--- src/hw/rtl/lpmd_pkg.sv ---
// ----------------------------------------------------------------------------
// lpmd_pkg
// Shared types and constants for the length-prefixed message deframer.
// ----------------------------------------------------------------------------
package lpmd_pkg;

   localparam int LEN_DIGITS_DEFAULT = 3;

   localparam int ACC_W = 10;
   localparam logic [ACC_W-1:0] ACC_MAX = {ACC_W{1'b1}};

   localparam logic [7:0] CHAR_OPEN  = 8'h5B;
   localparam logic [7:0] CHAR_CLOSE = 8'h5D;
   localparam logic [7:0] CHAR_ZERO  = 8'h30;
   localparam logic [7:0] CHAR_NINE  = 8'h39;
   localparam logic [7:0] CHAR_PLUS  = 8'h2B;
   localparam logic [7:0] CHAR_MINUS = 8'h2D;
   localparam logic [7:0] CHAR_SPACE = 8'h20;
   localparam logic [7:0] CHAR_TAB   = 8'h09;
   localparam logic [7:0] CHAR_CR    = 8'h0D;

   typedef enum logic [1:0] {
      PH_HUNT = 2'd0,
      PH_LEN  = 2'd1,
      PH_SKIP = 2'd2,
      PH_DATA = 2'd3
   } phase_type;

   typedef struct packed {
      logic       valid;
      logic [7:0] out_byte;
      logic       last_of_message;
      logic       empty_message;
   } result_type;

endpackage

--- src/hw/rtl/lpmd_parse.sv ---
// ----------------------------------------------------------------------------
// lpmd_parse
// Input register and frame state machine; one byte per cycle unless stalled.
// ----------------------------------------------------------------------------
module lpmd_parse #(
   parameter int LEN_DIGITS = lpmd_pkg::LEN_DIGITS_DEFAULT
) (
   input  logic                  clock,
   input  logic                  reset,
   input  logic                  req_valid,
   output logic                  req_stall,
   input  logic [7:0]            req_in_byte,
   input  logic                  space,
   output lpmd_pkg::result_type  result
);

   localparam int DC_W = $clog2(LEN_DIGITS + 1);
   localparam int ACC_W = lpmd_pkg::ACC_W;
   localparam int MUL_W = ACC_W + 4;

   logic             valid_ff, valid_in;
   logic [7:0]       byte_ff;
   logic             fire;

   lpmd_pkg::phase_type phase_ff, phase_in;
   logic [ACC_W-1:0] accum_ff, accum_in;
   logic [DC_W-1:0]  count_ff, count_in;
   logic             stopped_ff, stopped_in;
   logic [ACC_W-1:0] left_ff, left_in;
   logic             started_ff, started_in;
   logic             negative_ff, negative_in;

   logic             is_digit;
   logic             is_space;
   logic             is_sign;
   logic [MUL_W-1:0] accum_x10;
   logic [ACC_W-1:0] accum_sat;

   assign req_stall = valid_ff && !space;
   assign fire      = valid_ff && space;
   assign valid_in  = req_valid;

   always_ff @(posedge clock) begin
      if (reset) begin
         valid_ff <= 1'b0;
      end else if (!req_stall) begin
         valid_ff <= valid_in;
      end
   end

   always_ff @(posedge clock) begin
      if (!req_stall && req_valid) begin
         byte_ff <= req_in_byte;
      end
   end

   assign is_digit = (byte_ff >= lpmd_pkg::CHAR_ZERO) && (byte_ff <= lpmd_pkg::CHAR_NINE);
   assign is_space = (byte_ff == lpmd_pkg::CHAR_SPACE)
                  || ((byte_ff >= lpmd_pkg::CHAR_TAB) && (byte_ff <= lpmd_pkg::CHAR_CR));
   assign is_sign  = (byte_ff == lpmd_pkg::CHAR_PLUS) || (byte_ff == lpmd_pkg::CHAR_MINUS);

   assign accum_x10 = {1'b0, accum_ff, 3'b000} + {3'b000, accum_ff, 1'b0}
                    + {{(MUL_W-4){1'b0}}, byte_ff[3:0]};
   assign accum_sat = (accum_x10 > {{(MUL_W-ACC_W){1'b0}}, lpmd_pkg::ACC_MAX})
                    ? lpmd_pkg::ACC_MAX : accum_x10[ACC_W-1:0];

   // next state
   always_comb begin
      phase_in    = phase_ff;
      accum_in    = accum_ff;
      count_in    = count_ff;
      stopped_in  = stopped_ff;
      left_in     = left_ff;
      started_in  = started_ff;
      negative_in = negative_ff;
      if (fire) begin
         unique case (phase_ff)
            lpmd_pkg::PH_HUNT: begin
               if (byte_ff == lpmd_pkg::CHAR_OPEN) begin
                  phase_in    = lpmd_pkg::PH_LEN;
                  accum_in    = '0;
                  count_in    = '0;
                  stopped_in  = 1'b0;
                  started_in  = 1'b0;
                  negative_in = 1'b0;
               end
            end
            lpmd_pkg::PH_LEN: begin
               priority if (byte_ff == lpmd_pkg::CHAR_CLOSE) begin
                  left_in  = negative_ff ? '0 : accum_ff;
                  phase_in = lpmd_pkg::PH_SKIP;
               end else if (count_ff < DC_W'(LEN_DIGITS)) begin
                  count_in = count_ff + 1'b1;
                  if (!stopped_ff) begin
                     priority if (is_digit) begin
                        accum_in   = accum_sat;
                        started_in = 1'b1;
                     end else if (!started_ff && is_space) begin
                        started_in = started_ff;
                     end else if (!started_ff && is_sign) begin
                        negative_in = (byte_ff == lpmd_pkg::CHAR_MINUS);
                        started_in  = 1'b1;
                     end else begin
                        stopped_in = 1'b1;
                     end
                  end
               end else begin
                  phase_in = lpmd_pkg::PH_HUNT;
                  if (byte_ff == lpmd_pkg::CHAR_OPEN) begin
                     phase_in    = lpmd_pkg::PH_LEN;
                     accum_in    = '0;
                     count_in    = '0;
                     stopped_in  = 1'b0;
                     started_in  = 1'b0;
                     negative_in = 1'b0;
                  end
               end
            end
            lpmd_pkg::PH_SKIP: begin
               phase_in = (left_ff == '0) ? lpmd_pkg::PH_HUNT : lpmd_pkg::PH_DATA;
            end
            lpmd_pkg::PH_DATA: begin
               if (left_ff <= ACC_W'(1)) begin
                  left_in  = '0;
                  phase_in = lpmd_pkg::PH_HUNT;
               end else begin
                  left_in = left_ff - 1'b1;
               end
            end
            default: begin
               phase_in = lpmd_pkg::PH_HUNT;
            end
         endcase
      end
   end

   // outputs
   always_comb begin
      result.valid           = 1'b0;
      result.out_byte        = '0;
      result.last_of_message = 1'b0;
      result.empty_message   = 1'b0;
      unique case (phase_ff)
         lpmd_pkg::PH_SKIP: begin
            result.valid           = fire && (left_ff == '0);
            result.last_of_message = 1'b1;
            result.empty_message   = 1'b1;
         end
         lpmd_pkg::PH_DATA: begin
            result.valid           = fire;
            result.out_byte        = byte_ff;
            result.last_of_message = (left_ff <= ACC_W'(1));
         end
         default: begin
            result.valid = 1'b0;
         end
      endcase
   end

   always_ff @(posedge clock) begin
      if (reset) begin
         phase_ff    <= lpmd_pkg::PH_HUNT;
         accum_ff    <= '0;
         count_ff    <= '0;
         stopped_ff  <= 1'b0;
         left_ff     <= '0;
         started_ff  <= 1'b0;
         negative_ff <= 1'b0;
      end else begin
         phase_ff    <= phase_in;
         accum_ff    <= accum_in;
         count_ff    <= count_in;
         stopped_ff  <= stopped_in;
         left_ff     <= left_in;
         started_ff  <= started_in;
         negative_ff <= negative_in;
      end
   end

endmodule

--- src/hw/rtl/lpmd_rsp_buf.sv ---
// ----------------------------------------------------------------------------
// lpmd_rsp_buf
// Two-entry result buffer; parts the parser from a stalling receiver.
// ----------------------------------------------------------------------------
module lpmd_rsp_buf (
   input  logic                  clock,
   input  logic                  reset,
   input  lpmd_pkg::result_type  result,
   output logic                  space,
   output logic                  rsp_valid,
   input  logic                  rsp_stall,
   output logic [7:0]            rsp_out_byte,
   output logic                  rsp_last_of_message,
   output logic                  rsp_empty_message
);

   logic [9:0] mem_ff [2];
   logic       wr_ptr_ff, wr_ptr_in;
   logic       rd_ptr_ff, rd_ptr_in;
   logic [1:0] count_ff, count_in;
   logic       push;
   logic       pop;

   assign space     = (count_ff != 2'd2);
   assign rsp_valid = (count_ff != 2'd0);
   assign push      = result.valid;
   assign pop       = rsp_valid && !rsp_stall;

   assign wr_ptr_in = push ? !wr_ptr_ff : wr_ptr_ff;
   assign rd_ptr_in = pop ? !rd_ptr_ff : rd_ptr_ff;

   always_comb begin
      count_in = count_ff;
      unique case ({push, pop})
         2'b10:   count_in = count_ff + 2'd1;
         2'b01:   count_in = count_ff - 2'd1;
         default: count_in = count_ff;
      endcase
   end

   always_ff @(posedge clock) begin
      if (push) begin
         mem_ff[wr_ptr_ff] <= {result.out_byte, result.last_of_message, result.empty_message};
      end
   end

   always_ff @(posedge clock) begin
      if (reset) begin
         wr_ptr_ff <= 1'b0;
         rd_ptr_ff <= 1'b0;
         count_ff  <= 2'd0;
      end else begin
         wr_ptr_ff <= wr_ptr_in;
         rd_ptr_ff <= rd_ptr_in;
         count_ff  <= count_in;
      end
   end

   assign rsp_out_byte        = mem_ff[rd_ptr_ff][9:2];
   assign rsp_last_of_message = mem_ff[rd_ptr_ff][1];
   assign rsp_empty_message   = mem_ff[rd_ptr_ff][0];

endmodule

--- src/hw/rtl/length_prefixed_message_deframer.sv ---
// ----------------------------------------------------------------------------
// length_prefixed_message_deframer
// Strips [nnn] length headers from a byte stream and returns payload bytes.
// ----------------------------------------------------------------------------
// The req channel carries one raw stream byte per transfer; the rsp channel
// carries one payload byte per transfer with a last-of-message flag, or a
// single transfer flagged empty for a zero-length frame. Both channels use
// valid/stall: a transfer completes on a rising edge with valid high and
// stall low.
// A result is formed from the byte in the input register and written into the
// result buffer, from which rsp presents it; a full buffer holds the byte back.
// Throughput: one byte per cycle while the result buffer has space, set by the
// frame state update between the input register and the result buffer.
// Header, bracket and padding bytes are consumed and give no result.
// Reset (synchronous, active high) empties the input register and the
// result buffer and returns the parser to hunting for an opening bracket.
// When the receiver stalls, the two-entry result buffer absorbs results; once
// it is full, req_stall is raised while a byte waits in the input register.
// ----------------------------------------------------------------------------
module length_prefixed_message_deframer #(
   parameter int LEN_DIGITS = lpmd_pkg::LEN_DIGITS_DEFAULT
) (
   input  logic       clock,
   input  logic       reset,
   input  logic       req_valid,
   output logic       req_stall,
   input  logic [7:0] req_in_byte,
   output logic       rsp_valid,
   input  logic       rsp_stall,
   output logic [7:0] rsp_out_byte,
   output logic       rsp_last_of_message,
   output logic       rsp_empty_message
);

   lpmd_pkg::result_type result;
   logic                 space;

   lpmd_parse #(
      .LEN_DIGITS (LEN_DIGITS)
   ) u_parse (
      .clock       (clock),
      .reset       (reset),
      .req_valid   (req_valid),
      .req_stall   (req_stall),
      .req_in_byte (req_in_byte),
      .space       (space),
      .result      (result)
   );

   lpmd_rsp_buf u_rsp_buf (
      .clock               (clock),
      .reset               (reset),
      .result              (result),
      .space               (space),
      .rsp_valid           (rsp_valid),
      .rsp_stall           (rsp_stall),
      .rsp_out_byte        (rsp_out_byte),
      .rsp_last_of_message (rsp_last_of_message),
      .rsp_empty_message   (rsp_empty_message)
   );

endmodule
--- config.mk ---
export PLATFORM = sky130hd
export DESIGN_NAME = length_prefixed_message_deframer
export DESIGN_NICKNAME = d
export VERILOG_FILES = /design/src/hw/rtl/lpmd_pkg.sv /design/src/hw/rtl/lpmd_parse.sv /design/src/hw/rtl/lpmd_rsp_buf.sv /design/src/hw/rtl/length_prefixed_message_deframer.sv
export SDC_FILE = /design/constraint.sdc
export NUM_CORES = 1
export LEC_CHECK = 0
export BUFFER_PORTS_ARGS = -buffer_cell sky130_fd_sc_hd__buf_2
export CORE_MARGIN = 5
export CORE_UTILIZATION = 50
export DETAILED_ROUTE_END_ITERATION = 6
export PLACE_DENSITY = 0.74
export SETUP_SLACK_MARGIN = 0.02
export SLEW_MARGIN = 20
export SYNTH_ARGS = -nofsm -noshare
export SYNTH_HDL_FRONTEND = slang
export SYNTH_SLANG_ARGS = --single-unit
--- constraint.sdc ---
create_clock -name clock -period 3.3 [get_ports clock]
set_clock_uncertainty 0.05 [all_clocks]
set_input_delay 0.66 -clock clock [delete_from_list [all_inputs] [get_ports clock]]
set_output_delay 0.66 -clock clock [all_outputs]
set_load 0.1 [all_outputs]
Yosys cells after proc, flatten, opt, wreduce, memory -nomap -nowiden
Memories as Yosys holds them, arrays and structs flattened. A register that Yosys moved wholly into a read port is not among the register bits.
Index checks and enable logic that the tools add are counted.
Storage, ports and cells
  output and inout bits: 12
  input bits: 12
  word-level logic and storage cells: 133
  memories: 1
  register bits after elaboration: 40
  RAM bits: 20
Operators by class
  reductions and logical operators: 29
  add/subtract/negate cells: 6
  mux-type cells: 55
  magnitude comparators: 7
  equality and inequality tests: 23
Memory list
  u_rsp_buf.mem_ff: words 2, bits a word 10, rd ports 1, clocked after Yosys merged registers in 1, write ports 1, line lpmd_rsp_buf.sv:17  | logic [9:0] mem_ff [2];
Operator list (number)
  $mux W10: 9
  $pmux W10 S2: 2
  $mux W1: 27
  $eq A8 B6 Y1 const B: 3
  $eq A8 B7 Y1 const B: 2
  $mux W2: 8
  $add A13 B11 Y14: 1
  $add A14 B4 Y14: 1
  $gt A14 B10 Y1 const B: 1
  $ne A3 B3 Y1 const B: 4
  $le A10 B1 Y1 const B: 1
  $logic_not A10 Y1: 1
  $pmux W1 S2: 5
  $sub A10 B1 Y10 const B: 1
  $logic_and A1 B1 Y1: 9
  $ge A8 B4 Y1 const B: 1
  $ge A8 B6 Y1 const B: 1
  $le A8 B4 Y1 const B: 1
  $le A8 B6 Y1 const B: 1
  $mux W8: 1
  $ne A4 B3 Y1 const B: 2
  $pmux W2 S2: 2
  $pmux W2 S4: 1
  $reduce_bool A2 Y1: 4
  16 further kinds: 31

Longest topological paths before layout
  depth after elaboration: 10
  depth in mapped cells: 9

Modules after synthesis
A second synthesis with hierarchy kept.
Unflattened totals
  cell total of the unflattened synthesis: 358
  area total of the unflattened synthesis: 3449.6 µm²
Modules (own cells, without submodules)
  lpmd_parse: area an instance 2516.2 µm², instances 1, seq. area each 800.8 µm², cells an instance 302
  lpmd_rsp_buf: area an instance 933.4 µm², instances 1, seq. area each 700.7 µm², cells an instance 56

Worst setup path after synthesis
No wires, ideal clock.
  kind: register to register
  start point: register u_parse.byte_ff[3]
  end point: register u_parse.accum_ff[0]
  setup time: 0.154 ns
  cell stages (with the launch flop): 9
  data arrival time: 2.877 ns
  slack: 0.219 ns
  cell sequence: edfxtp_1 -> fa_1 -> fa_1 -> a211oi_2 -> o211ai_2 -> nand4_1 -> mux2_4 -> a2111oi_4 -> a311oi_1
Between the ends
  word-level cells in the longest chain between the ends: 8
  elaborated cells on any way between the ends: 17
  classes of those cells: add/sub: 1; order compare: 3; eq/ne: 4; mux: 7; reduce/logical: 2
RTL lines
  start: declaration: line lpmd_parse.sv:22  | logic [7:0] byte_ff;
  start signal: assignment: line lpmd_parse.sv:53  | byte_ff <= req_in_byte;
  $add A14 B4 Y14: line lpmd_parse.sv:63  | + {{(MUL_W-4){1'b0}}, byte_ff[3:0]};
  $gt A14 B10 Y1: line lpmd_parse.sv:64  | assign accum_sat = (accum_x10 > {{(MUL_W-ACC_W){1'b0}}, lpmd_pkg::ACC_MAX})
  $mux W10: line lpmd_parse.sv:65  | ? lpmd_pkg::ACC_MAX : accum_x10[ACC_W-1:0];
  $mux W10: line lpmd_parse.sv:95  | priority if (is_digit) begin
  $mux W10: line lpmd_parse.sv:94  | if (!stopped_ff) begin
  $mux W10: line lpmd_parse.sv:92  | end else if (count_ff < DC_W'(LEN_DIGITS)) begin
  $mux W10: line lpmd_parse.sv:89  | priority if (byte_ff == lpmd_pkg::CHAR_CLOSE) begin
  $pmux W10 S2: line lpmd_parse.sv:77  | unique case (phase_ff)
  end signal: assignment: line lpmd_parse.sv:171  | accum_ff <= accum_in;
  end: declaration: line lpmd_parse.sv:26  | logic [ACC_W-1:0] accum_ff, accum_in;
Several ways; a longest one is shown, not always the timed one. The select of a mux whose other input is x is not followed.
A chain may end at the register's enable or synchronous reset.

Final worst setup path
  start point: register u_parse.byte_ff[3]
  end point: register u_parse.accum_ff[6]
The elaborated chain is that of the path after synthesis.

==> flow_metrics.py <==
metrics = {
    "status": {
        "status": "completed",
    },
    "cells_and_area": {
        "utilization_pct": 57.9,
        "layout.cells.non_filler": 479,
        "area_growth_pct": 11.9,
        "multi_input_area_um2": 1940,
        "antenna_cells": 0,
        "fillers": 575,
        "seq_area_um2": 1500,
        "design_area_um2": 3950,
        "nNetsFinal": 415,
        "layout-drive-gt1-share_pct": 19.3,
    },
    "clock_tree": {
        "clock_latency_ns": 0.34,
        "cts_tree": "done",
        "clockRootBuffer": "clkbuf_8",
        "clk_path_buf_depth": 2,
        "htree_num_levels": 3,
        "cts_buffers": 9,
        "numClockSinks": 61,
        "post-cts-setup-buffers": 0,
        "clkSlewWorstSetupHoldPaths_ns": 0.07,
    },
    "yosys": {
        "synth_xor_area_share_pct": 3.97,
        "ys_warn_count": 0,
        "syn_inst": 349,
        "synth_cell_type_count": 59,
        "synthesis.nets": 386,
        "netlist_area_um2": 3530,
        "async_flop_share_pct": 0,
        "synth_compound_area_share_pct": 20.0,
        "synth_top_family_by_area": "compound AO/OA/AOI/OAI gates",
        "synthMuxAreaShare_pct": 4.18,
        "synthFlopType": "dfxtp_1",
        "synth_seq_cells": 61,
        "syn_avg_cell_area_um2": 10.1,
        "synth_edf_count": 28,
        "synthAdderAreaFrac_pct": 9.28,
        "synth_seq_area_share_pct": 42.5,
        "yosys.area_share.simple_pct": 17.5,
    },
    "detailed_routing": {
        "vias_per_cell": 5.94,
        "drtIter0Drc": 180,
        "wl_per_cell_um": 15.4,
        "drc_errors": 0,
        "ant_nets": 0,
        "finalWirelength_um": 7360,
        "dr.pass1.iters": 5,
        "vias": 2845,
    },
    "grt": {
        "grtUsageMet1_pct": 23.7,
        "use_met3_pct": 5.05,
        "antenna_found_initial": 0,
        "grt_pass1_vias": 2611,
        "grt_max_degree": 35,
        "track_usage_pct": 17.4,
        "met2_usage_pct": 25.9,
        "grt-busiest-layer": "met2",
        "grt_pass1_wl_um": 12100,
        "grt_overflow_total": 0,
    },
    "sta": {
        "period_share_pct": 95.4,
        "max_slew_margin_pct": 42.3,
        "rsz0062_at_grt": "no",
        "slew_violations": 0,
        "period_needed_ns": 3.15,
        "worstMarginPinSlew_ns": 0.857,
        "finalSetupViolations": 0,
        "timing.fmax_mhz": 318,
        "hold_viol": 0,
        "fin_tns_setup_ns": 0,
    },
    "power": {
        "p_per_area_nw_per_um2": 360,
        "power_w": 0.00142,
        "sw_frac_of_total_pct": 23.9,
        "power_frac_clock_pct": 40.9,
        "p_comb_share_pct": 3.0,
        "p_switching_w": 0.000340,
        "peakVddDrop_mv": 0.255,
        "seqPwrFrac_pct": 56.1,
        "power.leakage_nw": 1.52,
        "p_int_w": 0.00108,
    },
    "placement": {
        "dp.cells": 463,
        "gp_congestion": 0.848,
        "dpl.hpwl_um": 5330,
        "placed_area_um2": 3780,
        "port_buffers": 23,
    },
    "worst_setup_path": {
        "criticalPathCategory": "register to register",
        "cp_common_cell": "fa_1",
        "crit_chain": "fa_1, fa_1, a211oi_2, o211ai_2, nand4_1, mux2_4, a2111oi_4, buf_4, a311oi_1",
        "r2r-start": "u_parse.byte_ff[3]",
        "cp.arrival_ns": 3.29,
        "rr_worst_depth": 9,
        "critPathRequiredTime_ns": 3.44,
        "max_stage_delay_ns": 0.51,
        "worstPathMaxFanout": 10,
        "worst_setup_path_start_kind": "register",
        "crit_start": "u_parse.byte_ff[3]",
        "crit_path_end_kind": "register",
        "cp_slowest_cell": "fa_1",
    },
    "die": {
        "num_rows": 30,
        "io_pins": 24,
        "core_um2": 6830,
        "start_util_pct": 51.7,
        "die-height_um": 94.1,
        "die_w_um": 94.1,
        "die-area_um2": 8850,
    },
    "min_path": {
        "min-delay-start": "req_in_byte[4]",
        "min_path_type": "input port to register",
        "min_path_cells": 1,
    },
    "flow_run": {
        "max_cap_violations": 0,
    },
}
## power by group through the flow
stage	clock, W	sequential (W)	combinational (W)
global placement	0	0.000814	0.0000420
CTS	0.000593	0.000797	0.0000429
global route	0.000639	0.000798	0.0000479
detailed placement	0	0.000815	0.0000426
finish	0.000582	0.000798	0.0000429
floorplan	0	0.000814	0.0000255
## logic make-up (layout without fill, tap and decap cells)
family,count (synthesis),count (layout)
mux,13,13
xor+xnor,16,16
simple gates,114,114
fa+ha+maj,25,25
buf+inv,23,57
compound gates,97,97
flops,61,61
## placed cells by master, fill, tap and decap left out, drive strengths merged, types with 7 or more instances in the layout
master / Yosys / routed
xor2: 7 / 7
nand2b: 10 / 10
a311oi: 14 / 14
a21oi: 31 / 31
inv: 9 / 10
edfxtp: 28 / 28
nand2: 21 / 21
o21ai: 12 / 12
nor2: 32 / 32
xnor2: 9 / 9
and3: 10 / 10
dfxtp: 33 / 33
clkbuf: 12 / 9
mux2: 11 / 11
ha: 23 / 23
buf: 2 / 32
nor4: 8 / 8
## final timing paths
check,to,slack [ns]
worst max-delay path,u_parse.accum_ff[6],0.15
worst min-delay path,u_parse.byte_ff[4],0.44
worst max register to register,u_parse.accum_ff[6],0.15
worst min register to register,u_parse.count_ff[1],0.47
## registers in the layout (all words and copies together), names as in the netlist, named ones only
| name | flops |
|---|---|
| u_parse.started_ff | 1 |
| u_parse.phase_ff | 2 |
| u_parse.accum_ff | 10 |
| u_parse.negative_ff | 1 |
| u_parse.byte_ff | 8 |
| u_rsp_buf.wr_ptr_ff | 1 |
| u_parse.stopped_ff | 1 |
| u_parse.valid_ff | 1 |
| u_rsp_buf.count_ff | 2 |
| u_rsp_buf.rd_ptr_ff | 1 |
| u_parse.left_ff | 10 |
| u_parse.count_ff | 2 |
| u_rsp_buf.mem_ff | 20 |
## cell usage after synthesis, types with 2 or more instances
cell | number | share of area, %
dfxtp_1 | 33 | 19
nor2_1 | 32 | 3.4
a21oi_1 | 31 | 4.4
edfxtp_1 | 28 | 24
ha_1 | 23 | 8.1
nand2_1 | 21 | 2.2
a311oi_1 | 14 | 3.5
clkbuf_1 | 12 | 1.3
and3_1 | 10 | 1.8
mux2_2 | 10 | 3.2
nand2b_1 | 10 | 1.8
o21ai_0 | 10 | 1.4
inv_1 | 9 | 0.96
xnor2_1 | 9 | 2.2
xor2_1 | 7 | 1.7
a22oi_1 | 6 | 1.3
nand3_1 | 6 | 0.85
nor4_1 | 6 | 1.1
and2_1 | 4 | 0.71
nor2b_1 | 4 | 0.71
nor3_1 | 4 | 0.57
o211ai_1 | 4 | 0.85
a31oi_1 | 3 | 0.53
nand4_1 | 3 | 0.53
o31ai_1 | 3 | 0.64
or3_1 | 3 | 0.53
a211oi_1 | 2 | 0.42
a21o_1 | 2 | 0.42
a32o_1 | 2 | 0.57
fa_1 | 2 | 1.1
mux2i_1 | 2 | 0.57
nand3b_1 | 2 | 0.42
nand4b_1 | 2 | 0.50
nor4_4 | 2 | 1.2
o211ai_2 | 2 | 0.71
o21bai_1 | 2 | 0.42
o32ai_1 | 2 | 0.50
## routing by layer
| metal | wire length (µm) | vias up |
|---|---|---|
| met5 | 0 | - |
| met4 | 144 | 0 |
| met3 | 381 | 15 |
| met2 | 3360 | 70 |
| met1 | 3480 | 1371 |
| li1 | - | 1389 |
## worst max-delay path, delay by kind of cell (launching register included)
kind	cells	cell delay (ns)
fa+ha+maj	2	1.01
compound gates	4	0.85
flops	1	0.41
mux	1	0.32
buf+inv	1	0.22
simple gates	1	0.14
## layout make-up
| class | instances | area share, % |
|---|---|---|
| Clock buffer | 9 | 3.13 |
| Tap cell | 96 | 3.04 |
| Timing Repair Buffer | 32 | 4.62 |
| Multi-Input combinational cell | 265 | 49.1 |
| Sequential cell | 61 | 38.0 |
| Inverter | 9 | 0.854 |
| Clock inverter | 7 | 1.30 |
## metrics by stage
| step | setup WS (ns) | hold slack, ns |
|---|---|---|
| 5_1_grt | 0.0471 | 0.417 |
| 6_report | 0.151 | 0.441 |
| 3_3_place_gp | 0.247 | 0.429 |
| 3_5_place_dp | 0.167 | 0.451 |
| 4_1_cts | 0.152 | 0.428 |
| 2_1_floorplan | 0.219 | 0.417 |
## what timing repair did
action | CTS | global route
hold buffers | 0 | 0
gates resized for setup | 0 | 1
setup endpoints to repair | 0 | 5
Note: power is estimated with default switching activity, not from simulation.
